==> src/hdl/pf_pkg.sv <==
// ----------------------------------------------------------------------------
// pf_pkg
// Shared types, codes and square arithmetic for the Playfair digram cipher.
// ----------------------------------------------------------------------------
`default_nettype none

package pf_pkg;

    localparam int NUM_CELLS   = 25;
    localparam int NUM_LETTERS = 26;
    localparam int LETTER_W    = 5;
    localparam int CELL_W      = 5;

    localparam logic [LETTER_W-1:0] LETTER_I    = 5'd8;
    localparam logic [LETTER_W-1:0] LETTER_J    = 5'd9;
    localparam logic [LETTER_W-1:0] LETTER_X    = 5'd23;
    localparam logic [LETTER_W-1:0] LETTER_LAST = 5'd25;
    localparam logic [CELL_W-1:0]   CELL_LAST   = 5'd24;
    localparam logic [CELL_W-1:0]   FILL_FULL   = 5'd25;
    localparam logic [6:0]          ASCII_A     = 7'd97;

    // input operation codes
    localparam logic [2:0] OP_CLEAR_KEY = 3'd0;
    localparam logic [2:0] OP_KEY_BYTE  = 3'd1;
    localparam logic [2:0] OP_KEY_END   = 3'd2;
    localparam logic [2:0] OP_TEXT_BYTE = 3'd3;
    localparam logic [2:0] OP_TEXT_END  = 3'd4;

    typedef struct packed {
        logic [2:0] op;
        logic [7:0] byte_in;
    } t_in_item;

    typedef struct packed {
        logic [6:0] letter_out;
        logic       pair_end;
    } t_out_item;

    typedef enum logic [1:0] {
        PAIR_PEND_IN = 2'd0,
        PAIR_IN_X    = 2'd1,
        PAIR_PEND_X  = 2'd2
    } t_pair_sel;

    typedef struct packed {
        logic      clear_key;
        logic      place_in;
        logic      pend_load;
        logic      pend_clear;
        logic      pair_load;
        t_pair_sel pair_sel;
        logic      walk_start;
        logic      walk_place;
        logic      walk_step;
        logic      rd_pos_a;
        logic      rd_pos_b;
        logic      cap_pa;
        logic      cap_pb;
        logic      rd_sq1;
        logic      rd_sq2;
        logic      cap_c1;
        logic      cap_c2;
        logic      emit1;
        logic      emit2;
    } t_dp_cmd;

    typedef struct packed {
        logic [2:0] op;
        logic       is_letter;
        logic       can_place;
        logic       pend_valid;
        logic       pend_same;
        logic       decrypt;
        logic       walk_can_place;
        logic       walk_last;
        logic       out_busy;
    } t_dp_status;

    function automatic logic [2:0] cell_row(input logic [CELL_W-1:0] p);
        logic [2:0] r;
        if (p < 5'd5)       r = 3'd0;
        else if (p < 5'd10) r = 3'd1;
        else if (p < 5'd15) r = 3'd2;
        else if (p < 5'd20) r = 3'd3;
        else                r = 3'd4;
        return r;
    endfunction

    function automatic logic [2:0] cell_col(input logic [CELL_W-1:0] p);
        logic [2:0] r;
        logic [CELL_W-1:0] base;
        r    = cell_row(p);
        base = {r, 2'b00} + {2'b00, r};
        return 3'(p - base);
    endfunction

    function automatic logic [CELL_W-1:0] cell_at(input logic [2:0] r, input logic [2:0] c);
        return {r, 2'b00} + {2'b00, r} + {2'b00, c};
    endfunction

    // one step round the row or column: forward to encrypt, back to decrypt
    function automatic logic [2:0] wrap_step(input logic [2:0] v, input logic dec);
        logic [2:0] r;
        if (dec) r = (v == 3'd0) ? 3'd4 : 3'(v - 3'd1);
        else     r = (v == 3'd4) ? 3'd0 : 3'(v + 3'd1);
        return r;
    endfunction

endpackage

`default_nettype wire

==> src/hdl/playfair_digram_cipher.sv <==
// ----------------------------------------------------------------------------
// playfair_digram_cipher
// Playfair cipher over a 5x5 key square built from streamed key bytes.
// ----------------------------------------------------------------------------
//  channel  signals                                   direction
//  in       i_in_valid, o_in_stall, i_in_data         op and byte into the block
//  out      o_out_valid, i_out_stall, o_out_data      letter and pair end out
//  cfg      i_cfg_valid, o_cfg_ready, i_cfg_data      decrypt mode register
//
//  One word at a time. Key end walks the alphabet, one letter a cycle.
//  A digram steps through two position RAM reads and two square RAM reads
//  on single read ports, then two emits that output stall can hold; the
//  input is stalled until the digram is done.
//  Reset is synchronous, active low; the square and position RAMs are not
//  cleared and hold garbage until the key writes them.
//  Output stall holds the output register and the sequencer in its emit step.
// ----------------------------------------------------------------------------
`default_nettype none

module playfair_digram_cipher (
    input  wire logic              i_clk,
    input  wire logic              i_rst_n,
    input  wire logic              i_in_valid,
    output      logic              o_in_stall,
    input  wire pf_pkg::t_in_item  i_in_data,
    output      logic              o_out_valid,
    input  wire logic              i_out_stall,
    output      pf_pkg::t_out_item o_out_data,
    input  wire logic              i_cfg_valid,
    output      logic              o_cfg_ready,
    input  wire logic              i_cfg_data
);

    pf_pkg::t_dp_cmd    cmd;
    pf_pkg::t_dp_status status;
    logic               in_ready;

    pf_ctrl u_ctrl (
        .i_clk      (i_clk),
        .i_rst_n    (i_rst_n),
        .i_in_valid (i_in_valid),
        .i_status   (status),
        .o_cmd      (cmd),
        .o_in_ready (in_ready)
    );

    pf_datapath u_datapath (
        .i_clk       (i_clk),
        .i_rst_n     (i_rst_n),
        .i_in_data   (i_in_data),
        .i_cfg_valid (i_cfg_valid),
        .i_cfg_data  (i_cfg_data),
        .i_out_stall (i_out_stall),
        .i_cmd       (cmd),
        .o_status    (status),
        .o_out_valid (o_out_valid),
        .o_out_data  (o_out_data)
    );

    assign o_in_stall  = !in_ready;
    assign o_cfg_ready = 1'b1;

endmodule

`default_nettype wire

==> src/hdl/pf_ram.sv <==
// ----------------------------------------------------------------------------
// pf_ram
// Simple dual-port RAM: one write port, one read port with registered data.
// ----------------------------------------------------------------------------
`default_nettype none

module pf_ram #(
    parameter int WIDTH = 8,
    parameter int DEPTH = 32
) (
    input  wire logic                     i_clk,
    input  wire logic                     i_we,
    input  wire logic [$clog2(DEPTH)-1:0] i_waddr,
    input  wire logic [WIDTH-1:0]         i_wdata,
    input  wire logic                     i_re,
    input  wire logic [$clog2(DEPTH)-1:0] i_raddr,
    output      logic [WIDTH-1:0]         o_rdata
);

    logic [WIDTH-1:0] r_mem [DEPTH];
    logic [WIDTH-1:0] r_rdata;

    always_ff @(posedge i_clk) begin
        if (i_we) begin
            r_mem[i_waddr] <= i_wdata;
        end
        if (i_re) begin
            r_rdata <= r_mem[i_raddr];
        end
    end

    assign o_rdata = r_rdata;

endmodule

`default_nettype wire

==> src/hdl/pf_datapath.sv <==
// ----------------------------------------------------------------------------
// pf_datapath
// Key square and letter position memories, key build state, pending letter,
// digram arithmetic and the output register.
// ----------------------------------------------------------------------------
`default_nettype none

module pf_datapath (
    input  wire logic               i_clk,
    input  wire logic               i_rst_n,
    input  wire pf_pkg::t_in_item   i_in_data,
    input  wire logic               i_cfg_valid,
    input  wire logic               i_cfg_data,
    input  wire logic               i_out_stall,
    input  wire pf_pkg::t_dp_cmd    i_cmd,
    output      pf_pkg::t_dp_status o_status,
    output      logic               o_out_valid,
    output      pf_pkg::t_out_item  o_out_data
);

    localparam int LW = pf_pkg::LETTER_W;
    localparam int CW = pf_pkg::CELL_W;

    logic                         r_decrypt, n_decrypt;
    logic [pf_pkg::NUM_LETTERS-1:0] r_seen, n_seen;
    logic [CW-1:0]                r_fill, n_fill;
    logic [LW-1:0]                r_pend, n_pend;
    logic                         r_pend_valid, n_pend_valid;
    logic [LW-1:0]                r_k, n_k;
    logic [LW-1:0]                r_la, n_la;
    logic [LW-1:0]                r_lb, n_lb;
    logic [CW-1:0]                r_pa, n_pa;
    logic [CW-1:0]                r_pb, n_pb;
    logic [LW-1:0]                r_c1, n_c1;
    logic [LW-1:0]                r_c2, n_c2;
    logic                         r_out_valid, n_out_valid;
    pf_pkg::t_out_item            r_out_data, n_out_data;

    logic          in_is_letter;
    logic [LW-1:0] in_raw;
    logic [LW-1:0] in_letter;
    logic          in_can_place;
    logic          walk_can_place;
    logic          out_busy;

    logic          place_we;
    logic [LW-1:0] place_letter;
    logic [CW-1:0] pos_rdata;
    logic [LW-1:0] sq_rdata;
    logic [LW-1:0] pos_raddr;
    logic [CW-1:0] sq_raddr;
    logic [CW-1:0] pos_clamped;

    logic [2:0]    ra, ca, rb, cb;
    logic          same_row, same_col;
    logic [CW-1:0] o1, o2;

    // letters map onto the low five bits of the ASCII code, less one
    always_comb begin
        in_is_letter = ((i_in_data.byte_in >= 8'h41) && (i_in_data.byte_in <= 8'h5A)) ||
                       ((i_in_data.byte_in >= 8'h61) && (i_in_data.byte_in <= 8'h7A));
        in_raw       = i_in_data.byte_in[4:0] - 5'd1;
        in_letter    = (in_raw == pf_pkg::LETTER_J) ? pf_pkg::LETTER_I : in_raw;
    end

    assign in_can_place   = in_is_letter && (r_fill < pf_pkg::FILL_FULL) && !r_seen[in_letter];
    assign walk_can_place = (r_k != pf_pkg::LETTER_J) && (r_fill < pf_pkg::FILL_FULL) &&
                            !r_seen[r_k];
    assign out_busy       = r_out_valid && i_out_stall;

    assign place_we     = i_cmd.place_in || i_cmd.walk_place;
    assign place_letter = i_cmd.place_in ? in_letter : r_k;
    assign pos_raddr    = i_cmd.rd_pos_a ? r_la : r_lb;
    assign pos_clamped  = (pos_rdata > pf_pkg::CELL_LAST) ? pf_pkg::CELL_LAST : pos_rdata;

    // digram rules
    always_comb begin
        ra       = pf_pkg::cell_row(r_pa);
        ca       = pf_pkg::cell_col(r_pa);
        rb       = pf_pkg::cell_row(r_pb);
        cb       = pf_pkg::cell_col(r_pb);
        same_row = (ra == rb);
        same_col = (ca == cb);
        if (same_row) begin
            o1 = pf_pkg::cell_at(ra, pf_pkg::wrap_step(ca, r_decrypt));
            o2 = pf_pkg::cell_at(rb, pf_pkg::wrap_step(cb, r_decrypt));
        end else if (same_col) begin
            o1 = pf_pkg::cell_at(pf_pkg::wrap_step(ra, r_decrypt), ca);
            o2 = pf_pkg::cell_at(pf_pkg::wrap_step(rb, r_decrypt), cb);
        end else begin
            o1 = pf_pkg::cell_at(ra, cb);
            o2 = pf_pkg::cell_at(rb, ca);
        end
    end

    assign sq_raddr = i_cmd.rd_sq1 ? o1 : o2;

    pf_ram #(
        .WIDTH (CW),
        .DEPTH (pf_pkg::NUM_LETTERS)
    ) u_pos_ram (
        .i_clk   (i_clk),
        .i_we    (place_we),
        .i_waddr (place_letter),
        .i_wdata (r_fill),
        .i_re    (i_cmd.rd_pos_a || i_cmd.rd_pos_b),
        .i_raddr (pos_raddr),
        .o_rdata (pos_rdata)
    );

    pf_ram #(
        .WIDTH (LW),
        .DEPTH (pf_pkg::NUM_CELLS)
    ) u_square_ram (
        .i_clk   (i_clk),
        .i_we    (place_we),
        .i_waddr (r_fill),
        .i_wdata (place_letter),
        .i_re    (i_cmd.rd_sq1 || i_cmd.rd_sq2),
        .i_raddr (sq_raddr),
        .o_rdata (sq_rdata)
    );

    always_comb begin
        n_decrypt    = r_decrypt;
        n_seen       = r_seen;
        n_fill       = r_fill;
        n_pend       = r_pend;
        n_pend_valid = r_pend_valid;
        n_k          = r_k;
        n_la         = r_la;
        n_lb         = r_lb;
        n_pa         = r_pa;
        n_pb         = r_pb;
        n_c1         = r_c1;
        n_c2         = r_c2;
        n_out_valid  = r_out_valid;
        n_out_data   = r_out_data;

        if (i_cfg_valid) begin
            n_decrypt = i_cfg_data;
        end

        if (i_cmd.clear_key) begin
            n_seen       = '0;
            n_fill       = '0;
            n_pend       = '0;
            n_pend_valid = 1'b0;
        end

        if (place_we) begin
            n_seen[place_letter] = 1'b1;
            if (place_letter == pf_pkg::LETTER_I) begin
                n_seen[pf_pkg::LETTER_J] = 1'b1;
            end
            n_fill = r_fill + 5'd1;
        end

        if (i_cmd.walk_start) begin
            n_k = '0;
        end else if (i_cmd.walk_step) begin
            n_k = r_k + 5'd1;
        end

        if (i_cmd.pend_load) begin
            n_pend       = in_letter;
            n_pend_valid = 1'b1;
        end else if (i_cmd.pend_clear) begin
            n_pend_valid = 1'b0;
        end

        if (i_cmd.pair_load) begin
            case (i_cmd.pair_sel)
                pf_pkg::PAIR_PEND_IN: begin
                    n_la = r_pend;
                    n_lb = in_letter;
                end
                pf_pkg::PAIR_IN_X: begin
                    n_la = in_letter;
                    n_lb = pf_pkg::LETTER_X;
                end
                pf_pkg::PAIR_PEND_X: begin
                    n_la = r_pend;
                    n_lb = pf_pkg::LETTER_X;
                end
                default: begin
                    n_la = r_pend;
                    n_lb = pf_pkg::LETTER_X;
                end
            endcase
        end

        if (i_cmd.cap_pa) n_pa = pos_clamped;
        if (i_cmd.cap_pb) n_pb = pos_clamped;
        if (i_cmd.cap_c1) n_c1 = sq_rdata;
        if (i_cmd.cap_c2) n_c2 = sq_rdata;

        // output register: drop a taken word, load on emit
        if (!i_out_stall) begin
            n_out_valid = 1'b0;
        end
        if (i_cmd.emit1 || i_cmd.emit2) begin
            n_out_valid           = 1'b1;
            n_out_data.letter_out = pf_pkg::ASCII_A +
                                    {2'b00, (i_cmd.emit1 ? r_c1 : r_c2)};
            n_out_data.pair_end   = i_cmd.emit2;
        end
    end

    always_ff @(posedge i_clk) begin
        if (!i_rst_n) begin
            r_decrypt    <= 1'b0;
            r_seen       <= '0;
            r_fill       <= '0;
            r_pend       <= '0;
            r_pend_valid <= 1'b0;
            r_out_valid  <= 1'b0;
        end else begin
            r_decrypt    <= n_decrypt;
            r_seen       <= n_seen;
            r_fill       <= n_fill;
            r_pend       <= n_pend;
            r_pend_valid <= n_pend_valid;
            r_out_valid  <= n_out_valid;
        end
    end

    always_ff @(posedge i_clk) begin
        r_k        <= n_k;
        r_la       <= n_la;
        r_lb       <= n_lb;
        r_pa       <= n_pa;
        r_pb       <= n_pb;
        r_c1       <= n_c1;
        r_c2       <= n_c2;
        r_out_data <= n_out_data;
    end

    always_comb begin
        o_status.op             = i_in_data.op;
        o_status.is_letter      = in_is_letter;
        o_status.can_place      = in_can_place;
        o_status.pend_valid     = r_pend_valid;
        o_status.pend_same      = (r_pend == in_letter);
        o_status.decrypt        = r_decrypt;
        o_status.walk_can_place = walk_can_place;
        o_status.walk_last      = (r_k == pf_pkg::LETTER_LAST);
        o_status.out_busy       = out_busy;
    end

    assign o_out_valid = r_out_valid;
    assign o_out_data  = r_out_data;

endmodule

`default_nettype wire

==> src/hdl/pf_ctrl.sv <==
// ----------------------------------------------------------------------------
// pf_ctrl
// Sequencer: decodes each accepted word, walks the alphabet at key end and
// steps a digram through position reads, square reads and two emits.
// ----------------------------------------------------------------------------
`default_nettype none

module pf_ctrl (
    input  wire logic               i_clk,
    input  wire logic               i_rst_n,
    input  wire logic               i_in_valid,
    input  wire pf_pkg::t_dp_status i_status,
    output      pf_pkg::t_dp_cmd    o_cmd,
    output      logic               o_in_ready
);

    typedef enum logic [9:0] {
        S_IDLE   = 10'b00_0000_0001,
        S_WALK   = 10'b00_0000_0010,
        S_RD_A   = 10'b00_0000_0100,
        S_RD_B   = 10'b00_0000_1000,
        S_GET_B  = 10'b00_0001_0000,
        S_RD_S1  = 10'b00_0010_0000,
        S_RD_S2  = 10'b00_0100_0000,
        S_GET_S2 = 10'b00_1000_0000,
        S_EMIT1  = 10'b01_0000_0000,
        S_EMIT2  = 10'b10_0000_0000
    } t_state;

    t_state r_state, n_state;
    logic   accept;

    assign o_in_ready = (r_state == S_IDLE);
    assign accept     = i_in_valid && o_in_ready;

    always_comb begin
        n_state = r_state;
        o_cmd   = '0;
        case (r_state)
            S_IDLE: begin
                if (accept) begin
                    case (i_status.op)
                        pf_pkg::OP_CLEAR_KEY: begin
                            o_cmd.clear_key = 1'b1;
                        end
                        pf_pkg::OP_KEY_BYTE: begin
                            o_cmd.place_in = i_status.can_place;
                        end
                        pf_pkg::OP_KEY_END: begin
                            o_cmd.walk_start = 1'b1;
                            n_state          = S_WALK;
                        end
                        pf_pkg::OP_TEXT_BYTE: begin
                            if (i_status.is_letter) begin
                                if (!i_status.pend_valid) begin
                                    o_cmd.pend_load = 1'b1;
                                end else if (!i_status.decrypt && i_status.pend_same) begin
                                    // doubled letter: split with x, keep it pending
                                    o_cmd.pair_load = 1'b1;
                                    o_cmd.pair_sel  = pf_pkg::PAIR_IN_X;
                                    n_state         = S_RD_A;
                                end else begin
                                    o_cmd.pend_clear = 1'b1;
                                    o_cmd.pair_load  = 1'b1;
                                    o_cmd.pair_sel   = pf_pkg::PAIR_PEND_IN;
                                    n_state          = S_RD_A;
                                end
                            end
                        end
                        pf_pkg::OP_TEXT_END: begin
                            if (i_status.pend_valid) begin
                                o_cmd.pend_clear = 1'b1;
                                if (!i_status.decrypt) begin
                                    o_cmd.pair_load = 1'b1;
                                    o_cmd.pair_sel  = pf_pkg::PAIR_PEND_X;
                                    n_state         = S_RD_A;
                                end
                            end
                        end
                        default: begin
                        end
                    endcase
                end
            end
            S_WALK: begin
                o_cmd.walk_place = i_status.walk_can_place;
                o_cmd.walk_step  = 1'b1;
                if (i_status.walk_last) begin
                    n_state = S_IDLE;
                end
            end
            S_RD_A: begin
                o_cmd.rd_pos_a = 1'b1;
                n_state        = S_RD_B;
            end
            S_RD_B: begin
                o_cmd.rd_pos_b = 1'b1;
                o_cmd.cap_pa   = 1'b1;
                n_state        = S_GET_B;
            end
            S_GET_B: begin
                o_cmd.cap_pb = 1'b1;
                n_state      = S_RD_S1;
            end
            S_RD_S1: begin
                o_cmd.rd_sq1 = 1'b1;
                n_state      = S_RD_S2;
            end
            S_RD_S2: begin
                o_cmd.rd_sq2 = 1'b1;
                o_cmd.cap_c1 = 1'b1;
                n_state      = S_GET_S2;
            end
            S_GET_S2: begin
                o_cmd.cap_c2 = 1'b1;
                n_state      = S_EMIT1;
            end
            S_EMIT1: begin
                if (!i_status.out_busy) begin
                    o_cmd.emit1 = 1'b1;
                    n_state     = S_EMIT2;
                end
            end
            S_EMIT2: begin
                if (!i_status.out_busy) begin
                    o_cmd.emit2 = 1'b1;
                    n_state     = S_IDLE;
                end
            end
            default: begin
                n_state = S_IDLE;
            end
        endcase
    end

    always_ff @(posedge i_clk) begin
        if (!i_rst_n) begin
            r_state <= S_IDLE;
        end else begin
            r_state <= n_state;
        end
    end

endmodule

`default_nettype wire

==> config.mk <==
export PLATFORM = sky130hd
export DESIGN_NAME = playfair_digram_cipher
export DESIGN_NICKNAME = d
export VERILOG_FILES = /design/src/hdl/pf_pkg.sv /design/src/hdl/playfair_digram_cipher.sv /design/src/hdl/pf_ram.sv /design/src/hdl/pf_datapath.sv /design/src/hdl/pf_ctrl.sv
export SDC_FILE = /design/constraint.sdc
export NUM_CORES = 1
export LEC_CHECK = 0
export ABC_AREA = 1
export BUFFER_PORTS_ARGS = -buffer_cell sky130_fd_sc_hd__buf_2
export CORE_MARGIN = 1.5
export CORE_UTILIZATION = 55
export DETAILED_ROUTE_END_ITERATION = 8
export PLACE_DENSITY = 0.7
export SLEW_MARGIN = 10
export SYNTH_ARGS = -nofsm -noshare
export SYNTH_HDL_FRONTEND = slang
export SYNTH_SLANG_ARGS = --single-unit
==> constraint.sdc <==
create_clock -name i_clk -period 4.95 [get_ports i_clk]
set_input_delay 0.2475 -clock i_clk [delete_from_list [all_inputs] [get_ports i_clk]]
set_output_delay 0.2475 -clock i_clk [all_outputs]
set_load 0.01 [all_outputs]
======== Yosys cells after proc, flatten, opt, wreduce, memory -nomap -nowiden ========
Memories as Yosys holds them, arrays and structs flattened. A register that Yosys moved wholly into a read port is not among the register bits.
Cells that the tools add are included.
word-level totals
  register bits after elaboration ......... 92
  memory bits (writable) .................. 255
  bits of input ports ..................... 17
  output and inout bits ................... 11
  word-level logic and storage cells ...... 216
  memories ................................ 2
memory list
  memory                         depth  width  rd ports  clocked after Yosys merged registers in  wr ports  RTL line      RTL
  u_datapath.u_pos_ram.r_mem     26     5      1         1                                        1         pf_ram.sv:20  logic [WIDTH-1:0] r_mem [DEPTH];
  u_datapath.u_square_ram.r_mem  25     5      1         1                                        1         pf_ram.sv:20
operators by class
  $add $sub $neg .......................... 24
  order comparisons ....................... 18
  equal/unequal tests ..................... 36
  muxes and demuxes ....................... 90
  bitwise operators ....................... 1
  reduce and logical (&&, ||, !) cells .... 29
operators by type and width
  cell                                                               number
  case mux 10 bit (10 select lines)                                  1
  2-to-1 mux 3 bit                                                   27
  2-to-1 mux 10 bit                                                  8
  2-to-1 mux 5 bit                                                   15
  2-to-1 mux 26 bit                                                  2
  adder 5 x 3 -> 5 bit                                               10
  case mux 10 bit (3 select lines)                                   1
  bitwise OR 26 bit                                                  1
  2-to-1 mux 1 bit                                                   25
  less-than comparator 5 x 4 -> 1 bit, second input constant         4
  less-than comparator 5 x 6 -> 1 bit, second input constant         3
  greater-or-equal comparator 8 x 7 -> 1 bit, second input constant  2
  <= comparator 8 x 7 -> 1 bit, second input constant                2
  2-to-1 mux 8 bit                                                   2
  equality test 3 bit, second input constant                         5
  zero test 3 bit                                                    5
  less-than comparator 5 bit, second input constant                  3
  adder 3 x 1 -> 3 bit, second input constant                        4
  subtractor 3 x 1 -> 3 bit, second input constant                   4
  adder 5 x 1 -> 5 bit, second input constant                        2
  binary-select mux 1 bit (select 5 bit)                             2
  equality test 10 x 1 -> 1 bit, second input constant               1
  equality test 10 bit, second input constant                        1
  equality test 10 x 2 -> 1 bit, second input constant               1
  other kinds (37)                                                   67

======== Longest topological paths before layout ========
  depth in word-level cells ............... 19
  mapped depth ............................ 27
  mapped depth without buffers ............ 26

======== By module ========
Synthesis repeated with hierarchy kept, for this count alone.
unflattened totals
  cells, all modules ...................... 1997
  area total of the unflattened synthesis .. 18290.0 um2
modules (own cells, without submodules)
  module                            instances  cells an instance  area an instance (um2)  sequential area each (um2)
  pf_datapath                       1          807                6084.6                  2021.9
  pf_ram (u_datapath.u_pos_ram)     1          516                5713.0                  4053.9
  pf_ram (u_datapath.u_square_ram)  1          528                5606.6                  3903.7
  pf_ctrl                           1          143                870.8                   200.2
  playfair_digram_cipher            1          3                  15.0                    0.0

======== Least setup slack after synthesis ========
OpenSTA, ideal clock, no wires.
  path type ............................... flip-flop to flip-flop
  start ................................... reg u_datapath.r_pb[2]
  end ..................................... reg u_datapath.u_square_ram.r_rdata[0] (netlist: u_datapath.u_square_ram.o_rdata[0]), read port of u_datapath.u_square_ram.r_mem, data pin
  arrival time ............................ 4.257 ns
  slack ................................... 0.440 ns
  cell stages (with the launch flop) ...... 26
  period minus slack after synthesis ...... 4.510 ns
  cell sequence ........................... edfxtp_1 -> o21ai_1 -> nand2_1 -> nand2_1 -> nand2_1 -> inv_1 -> ha_1 -> inv_1 -> fa_1 -> inv_1 -> ha_1 -> nand2_1 -> nand2_1 -> a21oi_1 -> ha_1 -> fa_1 -> xnor2_1 -> o21ai_0 -> o21bai_1 -> nand2_1 -> clkbuf_1 -> nand3_1 -> nand3_1 -> nand2_1 -> nand2_1 -> nand2_1
between the ends
  cells in the longest elaborated chain, start to end .. 15
  elaborated cells between the ends (all ways) .. 39
  those cells by class .................... add/sub (11); order compare (4); eq/ne (4); mux (18); reduce/logical (2)
RTL lines
  item                                                                 RTL line            RTL
  start: declaration                                                   pf_datapath.sv:33   logic [CW-1:0] r_pb, n_pb;
  start signal: assignment                                             pf_datapath.sv:233  r_pb <= n_pb;
  branches (longest 14 deep; another with less-than comparator 5 bit)  n/a
  2-to-1 mux 5 bit *                                                   pf_datapath.sv:96   assign sq_raddr = i_cmd.rd_sq1 ? o1 : o2;
  end: declaration                                                     pf_ram.sv:21        logic [WIDTH-1:0] r_rdata;
Every way passes the cells marked *. The select of a mux whose other input is x is not followed.
A chain may end at the register's enable or synchronous reset.

======== Worst setup path in the final report ========
  start ................................... reg u_datapath.r_pb[3]
  end ..................................... reg u_datapath.u_square_ram.r_rdata[2] (netlist: u_datapath.u_square_ram.o_rdata[2]), read port of u_datapath.u_square_ram.r_mem, data pin
between the ends
  cells in the longest elaborated chain, start to end .. 15
  elaborated cells between the ends (all ways) .. 39
  those cells by class .................... add/sub (11); order compare (4); eq/ne (4); mux (18); reduce/logical (2)
RTL lines
  item                                                          RTL line           RTL
  less-than comparator 5 bit                                    pf_pkg.sv:84       else if (p < 5'd20) r = 3'd3;
  2-to-1 mux 3 bit                                              pf_pkg.sv:84
  2-to-1 mux 3 bit                                              pf_pkg.sv:83       else if (p < 5'd15) r = 3'd2;
  2-to-1 mux 3 bit                                              pf_pkg.sv:82       else if (p < 5'd10) r = 3'd1;
  2-to-1 mux 3 bit *                                            pf_pkg.sv:81       if (p < 5'd5) r = 3'd0;
  branches (longest 9 deep; another with adder 5 x 3 -> 5 bit)  n/a
  2-to-1 mux 5 bit *                                            pf_datapath.sv:96
Marks and branches as above.

==> results.json <==
{
  "synth_area_leader_cell": "edfxtp_1",
  "cap_violations": 0,
  "clockBufferDepth": 3,
  "crit_required_ns": 5.24,
  "worst_slack_ns": 0.2168,
  "cts_buffers": 37,
  "arrival_ns": 5.02,
  "critical-path-top-delay-family": "adder cells",
  "ant_nets": 0,
  "gp_congestion": 0.9009,
  "status": "complete, no violations",
  "clk_pin_slew_ns": 0.06,
  "timing.final.crit_period_ns": 4.733,
  "area_delta_synth_final_pct": 11.49,
  "yosysSeqAreaShare_pct": 57.40,
  "clock_skew_ns": 0.02412,
  "pre_cts_ws_ns": -0.1149,
  "fill_cells": 2535,
  "detail_route.wl_per_cell_um": 19.30,
  "endpoint_kind": "flip-flop",
  "power_leakage_nw": 8.000,
  "placedCellCount": 2181,
  "slew_headroom_pct": 30.37,
  "fp-row-count": 65,
  "max_stage_delay_ns": 0.56,
  "diodes": 0,
  "crit_path_start_kind": "flip-flop",
  "stdcell_area_um2": 19770,
  "vias": 13090,
  "root_buffer": "clkbuf_16",
  "cts_num_sinks": 357,
  "worstMarginPinSlew_ns": 1.015,
  "dpl_cell_area_um2": 18380,
  "synth_fp_nets": 1860,
  "drtPass1Iterations": 5,
  "hold_viol": 0,
  "totalPowerFinal_mw": 7.088,
  "p_per_area_nw_per_um2": 358.5,
  "cts_tree": "done",
  "period_share_pct": 95.62,
  "drive_above_1_share_pct": 12.43,
  "htreeDepth": 2,
  "synth-seq-cells": 357,
  "synth_cell_types": 55,
  "core-area_um2": 31640,
  "pin_count": 28,
  "cp_num_buf_inv": 5,
  "start_util_pct": 56.06,
  "cpMaxStageDelayCell": "fa_1",
  "dieArea_um2": 33330,
  "final_nets": 1908,
  "instances_no_fill": 2260,
  "drt_iter0_markers": 1242,
  "max_freq_mhz": 211.3,
  "first_global_vias": 12340,
  "final_core_util_pct": 62.50,
  "synth_warnings": 0,
  "viasPerCell": 5.792,
  "synth.cell_area_um2": 17730,
  "cpMostUsedCell": "nand2_1",
  "finalSetupTns_ns": 0,
  "grt-ovfl-total": 0,
  "drcViolationCount": 0,
  "finalWirelength_mm": 43.62,
  "port_buffers": 26,
  "crit_fanout": 15,
  "antenna_found_initial": 3,
  "insertion_delay_ns": 0.54,
  "grt_use_total_pct": 26.40,
  "setup_violations": 0,
  "slew_viol_final": 0,
  "grt_max_degree": 66,
  "grt_pass1_wl_mm": 67.87,
  "synthDominantCellAreaShare_pct": 51.31,
  "die_height_um": 182.6,
  "min_path_type": "input port to flip-flop",
  "netlist_instances": 1784,
  "ir_drop_v": 0.0002926,
  "whs_ns": 0.05866,
  "synth.area.top_cells": "edfxtp_1, nand2_1, dfxtp_1",
  "worstSetupPathType": "flip-flop to flip-flop",
  "syn_avg_cell_area_um2": 9.941,
  "dp_hpwl_mm": 29.92,
  "fp.dieW_um": 182.6
}
==> cells in the final DEF, fill, tap and decap left out, types with 7 or more instances in the layout <==
cell       count
nor2_4         8
or2_2          7
nor3_1        14
nand3_1      132
nor2_2         8
nor2_1       152
o22ai_1       10
xnor2_1        9
o21ai_0      121
edfxtp_1     303
buf_2         26
nand2_1      319
ha_1          46
dfxtp_1       54
a21oi_2        8
mux2_2         7
xor2_1        25
nand4_1       14
nor4_1         8
o211ai_1      57
o21ai_1        7
buf_4         51
clkbuf_16     37
a21oi_1       60
clkinv_1      11
nand2_2       25
inv_1        218
fa_1           9
o221ai_1      23
==> final timing paths <==
kind                        startpoint                                 end  slack, ns  cells past startpoint
hold reg to reg   u_datapath.r_seen[9]                u_datapath.r_seen[9]       0.47                      2
hold / removal                 i_rst_n                   u_ctrl.r_state[6]       0.06                      3
setup reg to reg    u_datapath.r_pb[3]  u_datapath.u_square_ram.o_rdata[2]       0.22                     26
setup / recovery    u_datapath.r_pb[3]  u_datapath.u_square_ram.o_rdata[2]       0.22                     26
==> flip-flops by register name (all words and copies together) (netlist names), 5 cells and up <==
register,cells
u_datapath.r_la,5
u_datapath.u_pos_ram.o_rdata,5
u_datapath.u_square_ram.o_rdata,5
u_datapath.u_pos_ram.r_mem,130
u_datapath.r_pend,5
u_datapath.r_pb,5
u_datapath.r_seen,26
u_ctrl.r_state,10
u_datapath.r_pa,5
u_datapath.r_c2,5
u_datapath.r_lb,5
u_datapath.r_c1,5
u_datapath.o_out_data,8
u_datapath.r_k,5
u_datapath.r_fill,5
u_datapath.u_square_ram.r_mem,125
==> per-layer routing <==
layer / global-route usage, % / vias to the layer above / share of wire, %
met5: 0 / - / 0.064
met4: 7.868 / 4 / 2.4
met3: 4.370 / 84 / 8.1
met2: 41.57 / 549 / 45
met1: 37.80 / 6228 / 44
li1: - / 6225 / -
==> timing repair <==
action,4_1_cts,5_1_grt
cloned,1,0
resized for setup,4,14
pin swaps,0,5
setup buffers,4,7
endpoints found under the hold margin,1,0
setup endpoints to repair,5,5
hold buffers,2,0
==> cell usage after synthesis (all sizes together) <==
master / number
nand4: 14
o21a: 1
xnor2: 12
clkinv: 4
nor3b: 1
dfxtp: 54
edfxtp: 303
nor4: 10
xor2: 26
fa: 10
a211oi: 2
o21bai: 2
mux2: 7
nand3b: 1
and2: 2
conb: 1
o221ai: 23
o22ai: 10
ha: 49
buf: 18
a21o: 3
a221oi: 1
nor3: 17
or2: 8
o2111ai: 5
o21ai: 133
a21oi: 68
o31ai: 2
nor2: 168
inv: 225
mux2i: 1
nand2: 348
nand3: 137
a31oi: 5
clkbuf: 56
o211ai: 57
==> worst register-to-register path, delay by kind of cell, from the launching register on <==
family	cells	cell delay, ns
AO/OA/AOI/OAI	4	0.82
adder cells (fa/ha/maj)	5	1.58
buffers and inverters	5	0.57
flip-flops	1	0.44
AND/OR/NAND/NOR	12	1.11
==> kinds of logic (layout without fill, tap and decap cells) <==
kind of cell / count (synthesis) / in the layout / synth area share, %
AOI/OAI and AO/OA: 312 / 312 / 10.72
xor gates and xnor gates: 38 / 38 / 2.025
adders and majority gates: 59 / 59 / 4.586
buffers and inverters: 303 / 377 / 6.766
DFF: 357 / 357 / 57.40
muxes: 8 / 8 / 0.5009
other: 1 / 1 / 0.02115
and+or+nand+nor: 706 / 706 / 17.98
==> power by group <==
part	switching [mW]	total [mW]	internal [mW]
registers	0.0726	3.45	3.38
logic	0.614	0.865	0.251
clock network	1.15	2.77	1.62
==> cell type report <==
cell class / instances / area [um2] / area share [%]
clock buffer: 48 / 1017 / 5.145
clock inverter: 17 / 205.2 / 1.038
inverter: 229 / 867.1 / 4.385
multi-input combinational: 1124 / 6409 / 32.41
sequential: 357 / 10180 / 51.48
tap: 402 / 503.0 / 2.544
timing repair buffer: 82 / 584.3 / 2.955
timing repair inverter: 1 / 7.507 / 0.03797
Note: power is estimated with default switching activity, not from simulation.
